### src/sv/lfu_pkg.sv
// ----------------------------------------------------------------------------
// LFU cache package
// Shared types, constants and controller/datapath interface structs for the
// fully associative LFU cache with oldest-stamp tie-break.
// ----------------------------------------------------------------------------
package lfu_pkg;

    localparam int LFU_ENTRIES    = 16;
    localparam int LFU_KEY_BITS   = 64;
    localparam int LFU_COUNT_BITS = 32;

    localparam int LFU_TAG_W   = 64;
    localparam int LFU_VALUE_W = 64;
    localparam int LFU_TIME_W  = 32;
    localparam int LFU_CAP_W   = 5;

    localparam logic [LFU_CAP_W-1:0]  LFU_CAP_RESET = 5'd10;
    localparam logic [LFU_TIME_W-1:0] LFU_TIME_MAX  = '1;

    localparam logic LFU_OP_GET = 1'b0;
    localparam logic LFU_OP_PUT = 1'b1;

    typedef struct packed {
        logic                   opcode;
        logic [LFU_TAG_W-1:0]   key_tag;
        logic [LFU_VALUE_W-1:0] write_value;
    } lfu_in_t;

    typedef struct packed {
        logic                   found;
        logic [LFU_VALUE_W-1:0] read_value;
    } lfu_out_t;

    typedef struct packed {
        logic start;
        logic scan;
        logic commit;
    } lfu_cmd_t;

    typedef struct packed {
        logic scan_last;
        logic out_busy;
    } lfu_sts_t;

endpackage

### src/sv/lfu_ram.sv
// ----------------------------------------------------------------------------
// LFU generic RAM
// Single write port, single read port, registered read data.
// ----------------------------------------------------------------------------
module lfu_ram #(
    parameter int WIDTH = 8,
    parameter int DEPTH = 16
) (
    input  logic                     clk,
    input  logic                     we,
    input  logic [$clog2(DEPTH)-1:0] waddr,
    input  logic [WIDTH-1:0]         wdata,
    input  logic [$clog2(DEPTH)-1:0] raddr,
    output logic [WIDTH-1:0]         rdata
);

    logic [WIDTH-1:0] mem_reg [DEPTH];
    logic [WIDTH-1:0] rdata_reg;

    always_ff @(posedge clk)
    begin
        if (we)
        begin
            mem_reg[waddr] <= wdata;
        end
        rdata_reg <= mem_reg[raddr];
    end

    assign rdata = rdata_reg;

endmodule

### src/sv/lfu_ctrl.sv
// ----------------------------------------------------------------------------
// LFU cache controller
// Sequences one transaction: accept, scan all slots, settle the last read,
// then commit the update and the result.
// ----------------------------------------------------------------------------
module lfu_ctrl (
    input  logic              clk,
    input  logic              rst_n,
    input  logic              in_valid,
    output logic              in_stall,
    input  lfu_pkg::lfu_sts_t sts,
    output lfu_pkg::lfu_cmd_t cmd
);

    import lfu_pkg::*;

    localparam logic [1:0] S_IDLE   = 2'd0;
    localparam logic [1:0] S_SCAN   = 2'd1;
    localparam logic [1:0] S_LAST   = 2'd2;
    localparam logic [1:0] S_COMMIT = 2'd3;

    logic [1:0] state_reg;
    logic [1:0] state_next;

    always_comb
    begin
        state_next = state_reg;
        unique case (state_reg)
            S_IDLE:
            begin
                if (in_valid)
                begin
                    state_next = S_SCAN;
                end
            end
            S_SCAN:
            begin
                if (sts.scan_last)
                begin
                    state_next = S_LAST;
                end
            end
            S_LAST:
            begin
                state_next = S_COMMIT;
            end
            S_COMMIT:
            begin
                if (!sts.out_busy)
                begin
                    state_next = S_IDLE;
                end
            end
            default:
            begin
                state_next = S_IDLE;
            end
        endcase
    end

    always_ff @(posedge clk or negedge rst_n)
    begin
        if (!rst_n)
        begin
            state_reg <= S_IDLE;
        end
        else
        begin
            state_reg <= state_next;
        end
    end

    assign in_stall   = (state_reg != S_IDLE);
    assign cmd.start  = (state_reg == S_IDLE) && in_valid;
    assign cmd.scan   = (state_reg == S_SCAN);
    assign cmd.commit = (state_reg == S_COMMIT) && !sts.out_busy;

endmodule

### src/sv/lfu_datapath.sv
// ----------------------------------------------------------------------------
// LFU cache datapath
// Entry RAM, valid bits, scan trackers for hit, free slot and victim,
// time counter, capacity register and output register.
// ----------------------------------------------------------------------------
module lfu_datapath #(
    parameter int ENTRIES    = lfu_pkg::LFU_ENTRIES,
    parameter int KEY_BITS   = lfu_pkg::LFU_KEY_BITS,
    parameter int COUNT_BITS = lfu_pkg::LFU_COUNT_BITS
) (
    input  logic                           clk,
    input  logic                           rst_n,
    input  lfu_pkg::lfu_in_t               in_data,
    output lfu_pkg::lfu_out_t              out_data,
    output logic                           out_valid,
    input  logic                           out_stall,
    input  logic                           cfg_write_en,
    input  logic [lfu_pkg::LFU_CAP_W-1:0]  cfg_write_data,
    input  lfu_pkg::lfu_cmd_t              cmd,
    output lfu_pkg::lfu_sts_t              sts
);

    import lfu_pkg::*;

    localparam int IDX_W    = $clog2(ENTRIES);
    localparam int CNT_W    = $clog2(ENTRIES + 1);
    localparam int STAMP_LO = 0;
    localparam int COUNT_LO = STAMP_LO + LFU_TIME_W;
    localparam int VALUE_LO = COUNT_LO + COUNT_BITS;
    localparam int KEY_LO   = VALUE_LO + LFU_VALUE_W;
    localparam int ROW_W    = KEY_LO + KEY_BITS;

    localparam logic [COUNT_BITS-1:0] COUNT_MAX = '1;

    lfu_in_t                 item_reg,        item_next;
    lfu_out_t                out_reg,         out_next;
    logic                    out_valid_reg,   out_valid_next;
    logic [ENTRIES-1:0]      valid_reg,       valid_next;
    logic [CNT_W-1:0]        valid_count_reg, valid_count_next;
    logic [LFU_TIME_W-1:0]   time_reg,        time_next;
    logic [LFU_CAP_W-1:0]    cap_reg,         cap_next;
    logic [IDX_W-1:0]        scan_idx_reg,    scan_idx_next;
    logic                    rd_valid_reg,    rd_valid_next;
    logic [IDX_W-1:0]        rd_idx_reg,      rd_idx_next;
    logic                    hit_found_reg,   hit_found_next;
    logic [IDX_W-1:0]        hit_idx_reg,     hit_idx_next;
    logic [COUNT_BITS-1:0]   hit_count_reg,   hit_count_next;
    logic [LFU_VALUE_W-1:0]  hit_value_reg,   hit_value_next;
    logic                    free_found_reg,  free_found_next;
    logic [IDX_W-1:0]        free_idx_reg,    free_idx_next;
    logic                    vic_found_reg,   vic_found_next;
    logic [IDX_W-1:0]        vic_idx_reg,     vic_idx_next;
    logic [COUNT_BITS-1:0]   vic_count_reg,   vic_count_next;
    logic [LFU_TIME_W-1:0]   vic_stamp_reg,   vic_stamp_next;

    logic                    ram_we;
    logic [IDX_W-1:0]        ram_waddr;
    logic [ROW_W-1:0]        ram_wdata;
    logic [ROW_W-1:0]        ram_rdata;

    logic [KEY_BITS-1:0]     rd_key;
    logic [LFU_VALUE_W-1:0]  rd_value;
    logic [COUNT_BITS-1:0]   rd_count;
    logic [LFU_TIME_W-1:0]   rd_stamp;
    logic                    rd_entry_valid;
    logic                    rd_better;

    logic [KEY_BITS-1:0]     item_key;
    logic [CNT_W-1:0]        cap_eff;
    logic                    evict_cond;
    logic [IDX_W-1:0]        fill_idx;
    logic [COUNT_BITS-1:0]   bumped_count;
    logic [LFU_TIME_W-1:0]   time_inc;

    lfu_ram #(
        .WIDTH (ROW_W),
        .DEPTH (ENTRIES)
    ) u_entry_ram (
        .clk   (clk),
        .we    (ram_we),
        .waddr (ram_waddr),
        .wdata (ram_wdata),
        .raddr (scan_idx_reg),
        .rdata (ram_rdata)
    );

    assign rd_key         = ram_rdata[KEY_LO +: KEY_BITS];
    assign rd_value       = ram_rdata[VALUE_LO +: LFU_VALUE_W];
    assign rd_count       = ram_rdata[COUNT_LO +: COUNT_BITS];
    assign rd_stamp       = ram_rdata[STAMP_LO +: LFU_TIME_W];
    assign rd_entry_valid = valid_reg[rd_idx_reg];
    assign item_key       = item_reg.key_tag[KEY_BITS-1:0];

    assign rd_better = !vic_found_reg || (rd_count < vic_count_reg) ||
                       ((rd_count == vic_count_reg) && (rd_stamp < vic_stamp_reg));

    always_comb
    begin
        priority if (cap_reg == '0)
        begin
            cap_eff = CNT_W'(1);
        end
        else if (32'(cap_reg) > 32'(ENTRIES))
        begin
            cap_eff = CNT_W'(ENTRIES);
        end
        else
        begin
            cap_eff = CNT_W'(cap_reg);
        end
    end

    assign evict_cond = (valid_count_reg >= cap_eff);

    always_comb
    begin
        priority if (!evict_cond)
        begin
            fill_idx = free_idx_reg;
        end
        else if (free_found_reg && (free_idx_reg < vic_idx_reg))
        begin
            fill_idx = free_idx_reg;
        end
        else
        begin
            fill_idx = vic_idx_reg;
        end
    end

    assign bumped_count = (hit_count_reg == COUNT_MAX) ? hit_count_reg
                                                       : hit_count_reg + 1'b1;
    assign time_inc     = (time_reg == LFU_TIME_MAX) ? time_reg : time_reg + 1'b1;

    always_comb
    begin
        item_next        = item_reg;
        out_next         = out_reg;
        out_valid_next   = out_valid_reg;
        valid_next       = valid_reg;
        valid_count_next = valid_count_reg;
        time_next        = time_reg;
        cap_next         = cap_reg;
        scan_idx_next    = scan_idx_reg;
        rd_valid_next    = cmd.scan;
        rd_idx_next      = scan_idx_reg;
        hit_found_next   = hit_found_reg;
        hit_idx_next     = hit_idx_reg;
        hit_count_next   = hit_count_reg;
        hit_value_next   = hit_value_reg;
        free_found_next  = free_found_reg;
        free_idx_next    = free_idx_reg;
        vic_found_next   = vic_found_reg;
        vic_idx_next     = vic_idx_reg;
        vic_count_next   = vic_count_reg;
        vic_stamp_next   = vic_stamp_reg;
        ram_we           = 1'b0;
        ram_waddr        = hit_idx_reg;
        ram_wdata        = {item_key, item_reg.write_value, bumped_count, time_inc};

        if (cfg_write_en)
        begin
            cap_next = cfg_write_data;
        end

        if (cmd.start)
        begin
            item_next       = in_data;
            scan_idx_next   = '0;
            hit_found_next  = 1'b0;
            free_found_next = 1'b0;
            vic_found_next  = 1'b0;
        end

        if (cmd.scan)
        begin
            scan_idx_next = scan_idx_reg + 1'b1;
        end

        if (rd_valid_reg)
        begin
            if (rd_entry_valid && (rd_key == item_key) && !hit_found_reg)
            begin
                hit_found_next = 1'b1;
                hit_idx_next   = rd_idx_reg;
                hit_count_next = rd_count;
                hit_value_next = rd_value;
            end
            if (!rd_entry_valid && !free_found_reg)
            begin
                free_found_next = 1'b1;
                free_idx_next   = rd_idx_reg;
            end
            if (rd_entry_valid && rd_better)
            begin
                vic_found_next = 1'b1;
                vic_idx_next   = rd_idx_reg;
                vic_count_next = rd_count;
                vic_stamp_next = rd_stamp;
            end
        end

        if (!out_stall)
        begin
            out_valid_next = 1'b0;
        end

        if (cmd.commit)
        begin
            out_valid_next      = 1'b1;
            out_next.found      = hit_found_reg;
            out_next.read_value = '0;
            if (item_reg.opcode == LFU_OP_GET)
            begin
                if (hit_found_reg)
                begin
                    time_next           = time_inc;
                    ram_we              = 1'b1;
                    ram_wdata           = {item_key, hit_value_reg, bumped_count, time_inc};
                    out_next.read_value = hit_value_reg;
                end
            end
            else
            begin
                time_next = time_inc;
                ram_we    = 1'b1;
                if (!hit_found_reg)
                begin
                    ram_waddr = fill_idx;
                    ram_wdata = {item_key, item_reg.write_value,
                                 COUNT_BITS'(1), time_inc};
                    if (evict_cond)
                    begin
                        valid_next[vic_idx_reg] = 1'b0;
                    end
                    else
                    begin
                        valid_count_next = valid_count_reg + 1'b1;
                    end
                    valid_next[fill_idx] = 1'b1;
                end
            end
        end
    end

    always_ff @(posedge clk or negedge rst_n)
    begin
        if (!rst_n)
        begin
            out_valid_reg   <= 1'b0;
            valid_reg       <= '0;
            valid_count_reg <= '0;
            time_reg        <= '0;
            cap_reg         <= LFU_CAP_RESET;
            scan_idx_reg    <= '0;
            rd_valid_reg    <= 1'b0;
            hit_found_reg   <= 1'b0;
            free_found_reg  <= 1'b0;
            vic_found_reg   <= 1'b0;
        end
        else
        begin
            out_valid_reg   <= out_valid_next;
            valid_reg       <= valid_next;
            valid_count_reg <= valid_count_next;
            time_reg        <= time_next;
            cap_reg         <= cap_next;
            scan_idx_reg    <= scan_idx_next;
            rd_valid_reg    <= rd_valid_next;
            hit_found_reg   <= hit_found_next;
            free_found_reg  <= free_found_next;
            vic_found_reg   <= vic_found_next;
        end
    end

    always_ff @(posedge clk)
    begin
        item_reg      <= item_next;
        out_reg       <= out_next;
        rd_idx_reg    <= rd_idx_next;
        hit_idx_reg   <= hit_idx_next;
        hit_count_reg <= hit_count_next;
        hit_value_reg <= hit_value_next;
        free_idx_reg  <= free_idx_next;
        vic_idx_reg   <= vic_idx_next;
        vic_count_reg <= vic_count_next;
        vic_stamp_reg <= vic_stamp_next;
    end

    assign out_data      = out_reg;
    assign out_valid     = out_valid_reg;
    assign sts.scan_last = (scan_idx_reg == IDX_W'(ENTRIES - 1));
    assign sts.out_busy  = out_valid_reg && out_stall;

    a_count_matches: assert property (@(posedge clk) disable iff (!rst_n)
        32'(valid_count_reg) == $countones(valid_reg))
        else $error("valid count does not match the valid bits");

    a_evict_has_victim: assert property (@(posedge clk) disable iff (!rst_n)
        (cmd.commit && (item_reg.opcode == LFU_OP_PUT) && !hit_found_reg && evict_cond)
        |-> vic_found_reg)
        else $error("eviction without a victim");

    a_fill_sets_valid: assert property (@(posedge clk) disable iff (!rst_n)
        (cmd.commit && (item_reg.opcode == LFU_OP_PUT) && !hit_found_reg)
        |=> valid_reg[$past(fill_idx)])
        else $error("filled slot is not valid");

    a_miss_keeps_time: assert property (@(posedge clk) disable iff (!rst_n)
        (cmd.commit && (item_reg.opcode == LFU_OP_GET) && !hit_found_reg)
        |=> $stable(time_reg) && $stable(valid_reg))
        else $error("get miss changed the cache state");

endmodule

### src/sv/lfu_cache_lru_tiebreak_top.sv
// ----------------------------------------------------------------------------
// LFU cache with oldest-stamp tie-break, top level
// Transactions are taken one at a time: in_stall is high from acceptance until the
// result is committed. The scan reads one slot per cycle from the single read port
// of the entry RAM; the commit waits while the output is stalled.
// Reset: all entries invalid, time counter zero, capacity 10; no clearing pass.
// ----------------------------------------------------------------------------
module lfu_cache_lru_tiebreak_top #(
    parameter int ENTRIES    = lfu_pkg::LFU_ENTRIES,
    parameter int KEY_BITS   = lfu_pkg::LFU_KEY_BITS,
    parameter int COUNT_BITS = lfu_pkg::LFU_COUNT_BITS
) (
    input  logic                          clk,
    input  logic                          rst_n,
    input  logic                          in_valid,
    output logic                          in_stall,
    input  lfu_pkg::lfu_in_t              in_data,
    output logic                          out_valid,
    input  logic                          out_stall,
    output lfu_pkg::lfu_out_t             out_data,
    input  logic                          cfg_write_en,
    input  logic [lfu_pkg::LFU_CAP_W-1:0] cfg_write_data
);

    import lfu_pkg::*;

    lfu_cmd_t cmd;
    lfu_sts_t sts;

    lfu_ctrl u_ctrl (
        .clk      (clk),
        .rst_n    (rst_n),
        .in_valid (in_valid),
        .in_stall (in_stall),
        .sts      (sts),
        .cmd      (cmd)
    );

    lfu_datapath #(
        .ENTRIES    (ENTRIES),
        .KEY_BITS   (KEY_BITS),
        .COUNT_BITS (COUNT_BITS)
    ) u_datapath (
        .clk            (clk),
        .rst_n          (rst_n),
        .in_data        (in_data),
        .out_data       (out_data),
        .out_valid      (out_valid),
        .out_stall      (out_stall),
        .cfg_write_en   (cfg_write_en),
        .cfg_write_data (cfg_write_data),
        .cmd            (cmd),
        .sts            (sts)
    );

endmodule
### config.mk
export PLATFORM = sky130hd
export DESIGN_NAME = lfu_cache_lru_tiebreak_top
export DESIGN_NICKNAME = d
export VERILOG_FILES = /design/src/sv/lfu_pkg.sv /design/src/sv/lfu_ram.sv /design/src/sv/lfu_ctrl.sv /design/src/sv/lfu_datapath.sv /design/src/sv/lfu_cache_lru_tiebreak_top.sv
export SDC_FILE = /design/constraint.sdc
export NUM_CORES = 2
export LEC_CHECK = 0
export ABC_AREA = 1
export BUFFER_PORTS_ARGS = -buffer_cell sky130_fd_sc_hd__buf_2
export CORE_ASPECT_RATIO = 0.75
export CORE_UTILIZATION = 41
export CTS_CLUSTER_DIAMETER = 80
export DETAILED_ROUTE_END_ITERATION = 12
export PLACE_DENSITY = 0.56
export SYNTH_ARGS = -nofsm -noshare
export SYNTH_HDL_FRONTEND = slang
export SYNTH_SLANG_ARGS = --single-unit
### constraint.sdc
create_clock -name clk -period 18.7 [get_ports clk]
set_input_delay 1.87 -clock clk [delete_from_list [all_inputs] [get_ports clk]]
set_output_delay 1.87 -clock clk [all_outputs]
set_load 0.005 [all_outputs]
After elaboration in Yosys (flattened, before gate mapping)

Memories as Yosys holds them, arrays and structs flattened. A register that Yosys moved wholly into a read port is not among the register bits.
Cells that the tools add are included.

Memory bits (writable): 3,072
Flip-flop bits (word level): 439
Memories: 1
Input port bits: 139

Bitwise logic cells: 5
Eq/ne operators: 12
$add $sub $neg: 4
Magnitude comparators: 10
Reductions and logical operators: 31
Multiplexer cells: 47

Memory list:

| name                           | depth | bits a word | rd ports | clocked after memory_dff | write ports | RTL line      | text |
|---|---|---|---|---|---|---|---|
| u_datapath.u_entry_ram.mem_reg | 16    | 192         | 1        | 1                        | 1           | lfu_ram.sv:17 | `logic [WIDTH-1:0] mem_reg [DEPTH];` |

Operators by type and width:

| operator                                                               | number |
|---|---|
| 128-bit 2-to-1 mux                                                     | 3 |
| 32-bit 2-to-1 mux                                                      | 4 |
| 32-bit by 1-bit adder with 32-bit output (second input constant)       | 2 |
| 32-bit == test (second input constant)                                 | 2 |
| 64-bit == test                                                         | 1 |
| 32-bit < comparator                                                    | 2 |
| 16-bit 2-to-1 mux                                                      | 4 |
| 64-bit 2-to-1 mux                                                      | 1 |
| 32-bit == test                                                         | 1 |
| 4-bit 2-to-1 mux                                                       | 7 |
| 1-bit 2-to-1 mux                                                       | 19 |
| 16-bit AND                                                             | 1 |
| 16-bit NOT                                                             | 1 |
| 16-bit bitwise OR                                                      | 1 |
| 4-bit by 5-bit < comparator with 1-bit output (second input constant)  | 3 |
| 1-bit logical AND                                                      | 11 |
| 5-bit 2-to-1 mux                                                       | 2 |
| 1-bit demux with 4-bit select                                          | 2 |
| 4-bit by 1-bit >= comparator with 1-bit output (second input constant) | 2 |
| 2-bit one-hot mux with 4 select lines                                  | 1 |
| 2-bit AND reduction                                                    | 4 |
| 2-bit 2-to-1 mux                                                       | 3 |
| 2-bit inequality test (second input constant)                          | 3 |
| 3-bit AND reduction                                                    | 2 |
| 18 further kinds                                                       | 27 |

Logic depth before layout (Yosys ltp)

Word-level depth: 11
Mapped depth: 16
Gate-level depth less buffers: 16

Modules after synthesis

From an unflattened synthesis, not the netlist that was laid out.

Cells, all modules: 13,783
Area total of the unflattened synthesis: 152,692.7 sq um

Modules (own cells, without submodules):

| module       | instances | seq. area each (sq um) | cells each | area each (sq um) |
|---|---|---|---|---|
| lfu_ram      | 1         | 96,092.2               | 11,680     | 131,498.6 |
| lfu_datapath | 1         | 12,749.7               | 2,074      | 20,980.1 |
| lfu_ctrl     | 1         | 50.0                   | 29         | 214.0 |

Least setup slack after synthesis

No wires, ideal clock.

Path kind: in2reg
From: input port out_stall
To: memory u_datapath.u_entry_ram.mem_reg[0][0] (netlist name), enable pin
Setup time: 0.747 ns
Stages on the path: 11
Arrival: 10.905 ns
Slack: 7.048 ns
Cell sequence: nand2_1 inv_1 nor2_2 nand3_1 inv_1 buf_2 buf_2 nand2_2 nand2_1 nand2_2 nor2_1

Cells in the longest elaborated chain, start to end: 6

Ends and longest elaborated chain:

| item                                   | RTL line                         | text |
|---|---|---|
| start, declared                        | lfu_cache_lru_tiebreak_top.sv:19 | `input logic out_stall,` |
| 1-bit logical AND *                    | lfu_datapath.sv:293              | `assign sts.out_busy = out_valid_reg && out_stall;` |
| 1-bit logical NOT *                    | lfu_ctrl.sv:76                   | `assign cmd.commit = (state_reg == S_COMMIT) && !sts.out_busy;` |
| 1-bit logical AND *                    | lfu_ctrl.sv:76                   |  |
| 1-bit 2-to-1 mux                       | lfu_datapath.sv:208              | `if (cmd.commit)` |
| 1-bit 2-to-1 mux                       | lfu_ram.sv:22                    | `if (we)` |
| 1-bit 2-to-1 mux (not written as such) | lfu_ram.sv:24                    | `mem_reg[waddr] <= wdata;` |
| end, declared                          | lfu_ram.sv:17                    |  |

Every way passes the cells marked *; elsewhere a longest branch is shown, timed or not.

Final worst setup path

From: input port out_stall
To: memory u_datapath.u_entry_ram.mem_reg[10][102] (netlist name), enable pin

The elaborated chain is that of the path after synthesis.

==> summary by stage <==
Synth
The dominant cell type by area after synthesis is sky130_fd_sc_hd__edfxtp_1. By area the synthesized netlist is led by sky130_fd_sc_hd__edfxtp_1 72%, sky130_fd_sc_hd__o21ai_0 6.0%, sky130_fd_sc_hd__nor2_1 5.0%. Averaged over all synthesized cells, the footprint is roughly 13 um2. By count the netlist is led by 3,438 x sky130_fd_sc_hd__edfxtp_1, 1,890 x sky130_fd_sc_hd__nor2_1, 1,726 x sky130_fd_sc_hd__o21ai_0. The synthesized design contains roughly 3,400 enable-type register cells. The number of different library cells used by synthesis comes to 50. Summing every instance area after synthesis gives 143,000 um2. The number of cells produced by synthesis is roughly 11,000.

For this run, the number of Yosys warnings is 0. Yosys instantiated no cell more often than sky130_fd_sc_hd__edfxtp_1. The share of the Yosys chip area taken by registers is between 70 and 80%. In the synthesized netlist the dominant register cell turns out to be sky130_fd_sc_hd__edfxtp_1. The async set or reset register ratio after synthesis is ~1.9%.

The number of nets produced by synthesis is between 10,000 and 15,000. After synthesis, the largest area contributor takes up a little over 70% of total cell area. In this run, synthesis produced a sequential element count of around 3,700.

Worst setup path
The cell family contributing the most delay on the critical path is buffers and inverters. Data arrives at the worst endpoint at a little under 8 ns. The required time of the critical path is 19.20 ns.

Along the worst path, the maximum fanout reaches 66. The master of the slowest instance on the critical path is sky130_fd_sc_hd__buf_4. Counting stages on the worst path, the most repeated cell is sky130_fd_sc_hd__buf_4. For this run, the slowest stage of the critical path takes about 0.94 ns. The critical path class is in2reg. The signal on the critical path passes through buf_2 > nand2_1 > inv_1 > nor2_4 > buf_4 > inv_4 > a21oi_4 > buf_4 > nand3_2 > nor2_4 > buf_4 > buf_4 > buf_4. The critical path launch point type is a primary input.

The kind of end point of the critical path is a register. The count of buffering cells on the critical path with inverters included is 8.

Pwr
VDD sags by at most around 170 uV. The static power due to leakage is ~52 nW. The share of total power dissipated in sequential elements is a little over two fifths.

The proportion of total power due to net switching is roughly 33%. Power spread over the standard cell area amounts to roughly 150 nW/um2. In this run, the combinational gates consume around a quarter of the power.

The internal cell power is between 15 and 20 mW. The share of total power dissipated in the clock network is between 30% and 40%. In this run the power spent charging and discharging nets is 7.69 mW.

GRT
The number of antenna violations at the first check in global routing is 13. The first global-routing pass estimated around 570,000 um of wire. The maximum number of pins on one net before global-route repair is around 240. The total routing resource utilization after global routing is between 20 and 25%. After global routing the overflow that remains totals 0.

The number of global-route vias before repair was 86,000.

Die
The number of top-level pins is around 210. The effective utilization at floorplan is between 40% and 50%. The floorplan step defined a core boundary enclosing 347,000 um2. The die height is between 500 and 600 um. The die outline area is roughly 350,000 um2.

Measured along the x axis, the die boundary spans 684 um. The count of standard-cell rows is 187.

Layout
The flip-flop count of the largest register after layout is approximately 3,100. Once layout is done, the placed cells without fillers occupy between 150,000 and 200,000 um2. The net count of the finished layout is between 10,000 and 15,000. Of the cells placed in the final design, the portion with a size suffix greater than 1 is 9.40%.

Compared with the post-synthesis result, the final layout area differs by 12.5%. After filler insertion, the fill cell instance count of the layout stands at about 30,000.

STA
Setup repair after global routing left no endpoint under its margin. The count of pins over their slew limit is 0. The part of the cycle the worst path needs is between 30% and 40%.

The final hold violation count came to 0. Setup violations remaining at the end of the flow were counted as 0. For the pin with the worst max-slew slack, the measured transition is between 1 and 1.5 ns. The final sum of negative setup slack is 0 ns.

The routed design could run at a clock period as short as 7.32 ns. The worst clock skew on the final layout is about 0.074 ns. Based on the critical path, the design can be clocked at up to around 140 MHz.

The worst-case headroom to the max-slew limit is approximately 7.0%.

Placed design
The global placement routability congestion is 0.861. Detailed placement finished with a half-perimeter wire length of about 200,000 um. The instance area after placement is between 100,000 and 150,000 um2. The count of port buffers added during placement is 205.

Routing
The number of detailed-route iterations in the first pass is 9. The wire length per cell after detailed routing is approximately 25 um. In this run the remaining antenna-violating nets after routing total 0. For this run, design rule violations remaining after detail routing come to 0. The total wire length after detailed routing is just under 400,000 um. The DRC marker count from the first detailed-route iteration is 9,536. The routed layout has about 90,000 vias. Dividing the detail-routed via count by the number of cells gives 5.69.

CTS
The total CTS buffers is 370. The maximum root-to-sink buffer count is 4. The clock slew at the register clock pins of the worst setup and hold paths is about 0.060 ns. The clock sink count is about 3,700. The post-CTS setup-driven buffer insertion count is 0. TritonCTS built the clock tree. The number of hold buffers added after CTS was 0. In this run the number of H-tree levels came out at 5.

The library cell used as clock root buffer is sky130_fd_sc_hd__clkbuf_16. Clock latency on the worst-skew pair, taken at its later pin, is 0.91 ns. The quantity of gates resized following cts is 0.

Outcome
The run finished with clean final reports.

Run
The tool flagged a number of max-cap violations equal to 0.

Worst hold path
The path class of the lowest-slack min-delay path is reg2reg.
[layout make-up]
cell class	count	area (um2)	area share, %
diodes	2	5.00	0.00311
clock buffers	501	10300	6.38
clock inverters	179	2000	1.24
inverters	336	1310	0.813
multi-input cells	5925	30100	18.7
flip-flops and latches	3703	109000	67.7
well taps	4630	5790	3.60
repair buffers	373	2500	1.56
[routing by layer]
layer | vias to the layer above | global-route usage [%] | part of all wire [%]
met5 | - | 0 | 0.0031
met4 | 2 | 5.01 | 2.1
met3 | 511 | 2.88 | 7.0
met2 | 3329 | 32.9 | 45
met1 | 45500 | 32.7 | 46
li1 | 39800 | - | -
[kinds of logic after synthesis]
kind of cell               share of synthesized area (%)
buffers and inverters                               2.94
and+or+nand+nor                                     8.01
muxes                                              0.122
AOI/OAI and AO/OA                                   11.8
DFF                                                 76.1
adders and majority gates                          0.700
xor gates and xnor gates                           0.251
[layout by cell type (no fill, tap or decap), types with 11 or more instances in the layout]
master	Yosys	layout
sky130_fd_sc_hd__dfxtp_1	196	196
sky130_fd_sc_hd__clkbuf_16	0	374
sky130_fd_sc_hd__or2_2	37	37
sky130_fd_sc_hd__buf_2	180	204
sky130_fd_sc_hd__bufinv_16	0	40
sky130_fd_sc_hd__o21ai_1	131	131
sky130_fd_sc_hd__nand2_2	20	20
sky130_fd_sc_hd__nor2_4	0	18
sky130_fd_sc_hd__mux2i_1	13	13
sky130_fd_sc_hd__dfrtp_1	67	63
sky130_fd_sc_hd__clkbuf_8	0	42
sky130_fd_sc_hd__a21oi_1	53	50
sky130_fd_sc_hd__nor2_1	1890	1873
sky130_fd_sc_hd__xor2_1	26	26
sky130_fd_sc_hd__buf_12	1	17
sky130_fd_sc_hd__nand2_1	637	636
sky130_fd_sc_hd__nor3_1	37	37
sky130_fd_sc_hd__clkinvlp_4	0	11
sky130_fd_sc_hd__o32ai_1	16	16
sky130_fd_sc_hd__o22ai_1	469	469
sky130_fd_sc_hd__inv_1	330	325
sky130_fd_sc_hd__o21ai_0	1726	1726
sky130_fd_sc_hd__nand3_1	184	184
sky130_fd_sc_hd__clkinv_1	0	48
sky130_fd_sc_hd__ha_1	80	80
sky130_fd_sc_hd__clkbuf_1	462	85
sky130_fd_sc_hd__xnor2_1	15	15
sky130_fd_sc_hd__clkinv_2	0	64
sky130_fd_sc_hd__nand4_1	47	47
sky130_fd_sc_hd__buf_4	14	152
sky130_fd_sc_hd__edfxtp_1	3438	3438
sky130_fd_sc_hd__o211ai_1	131	131
sky130_fd_sc_hd__o221ai_1	357	357
[power groups by stage]
stage	registers (mW)	clock network [mW]	logic, mW
global placement	10.5	0	5.55
detailed placement	10.5	0	5.66
floorplan	10.3	0	3.81
CTS	10.3	7.66	5.69
global route	10.4	7.97	6.26
finish	10.3	7.53	5.67
[per-stage QoR]
step | cells | utilization (%) | setup WS, ns | total power [mW] | hold WS, ns
2_1_floorplan | 10700 | - | 7.05 | 14.1 | 0.362
3_3_place_gp | 15000 | 42.9 | 10.41 | 16.0 | 0.387
3_5_place_dp | 15000 | 42.9 | 10.24 | 16.2 | 0.389
4_1_cts | 15600 | 46.4 | 11.20 | 23.7 | 0.403
5_1_grt | 15600 | 46.4 | 11.11 | 24.6 | 0.405
6_report | 15600 | 46.4 | 11.38 | 23.5 | 0.402
[final timing paths]
check | from | to | depth (start not counted) | slack (ns)
max | out_stall | u_datapath.u_entry_ram.mem_reg[10][102] | 13 | 11.38
min | u_datapath.u_entry_ram.rdata[106] | u_datapath.hit_value_reg[42] | 0 | 0.40
max reg2reg | u_ctrl.state_reg[0] | u_datapath.u_entry_ram.mem_reg[10][102] | 12 | 12.07
min reg2reg | u_datapath.u_entry_ram.rdata[106] | u_datapath.hit_value_reg[42] | 0 | 0.40
max in group asynchronous | rst_n | u_datapath.rd_idx_next[2] | 1 | 16.79
min in group asynchronous | rst_n | u_datapath.cap_reg[0] | 1 | 1.13
Note: power is estimated with default switching activity, not from simulation.
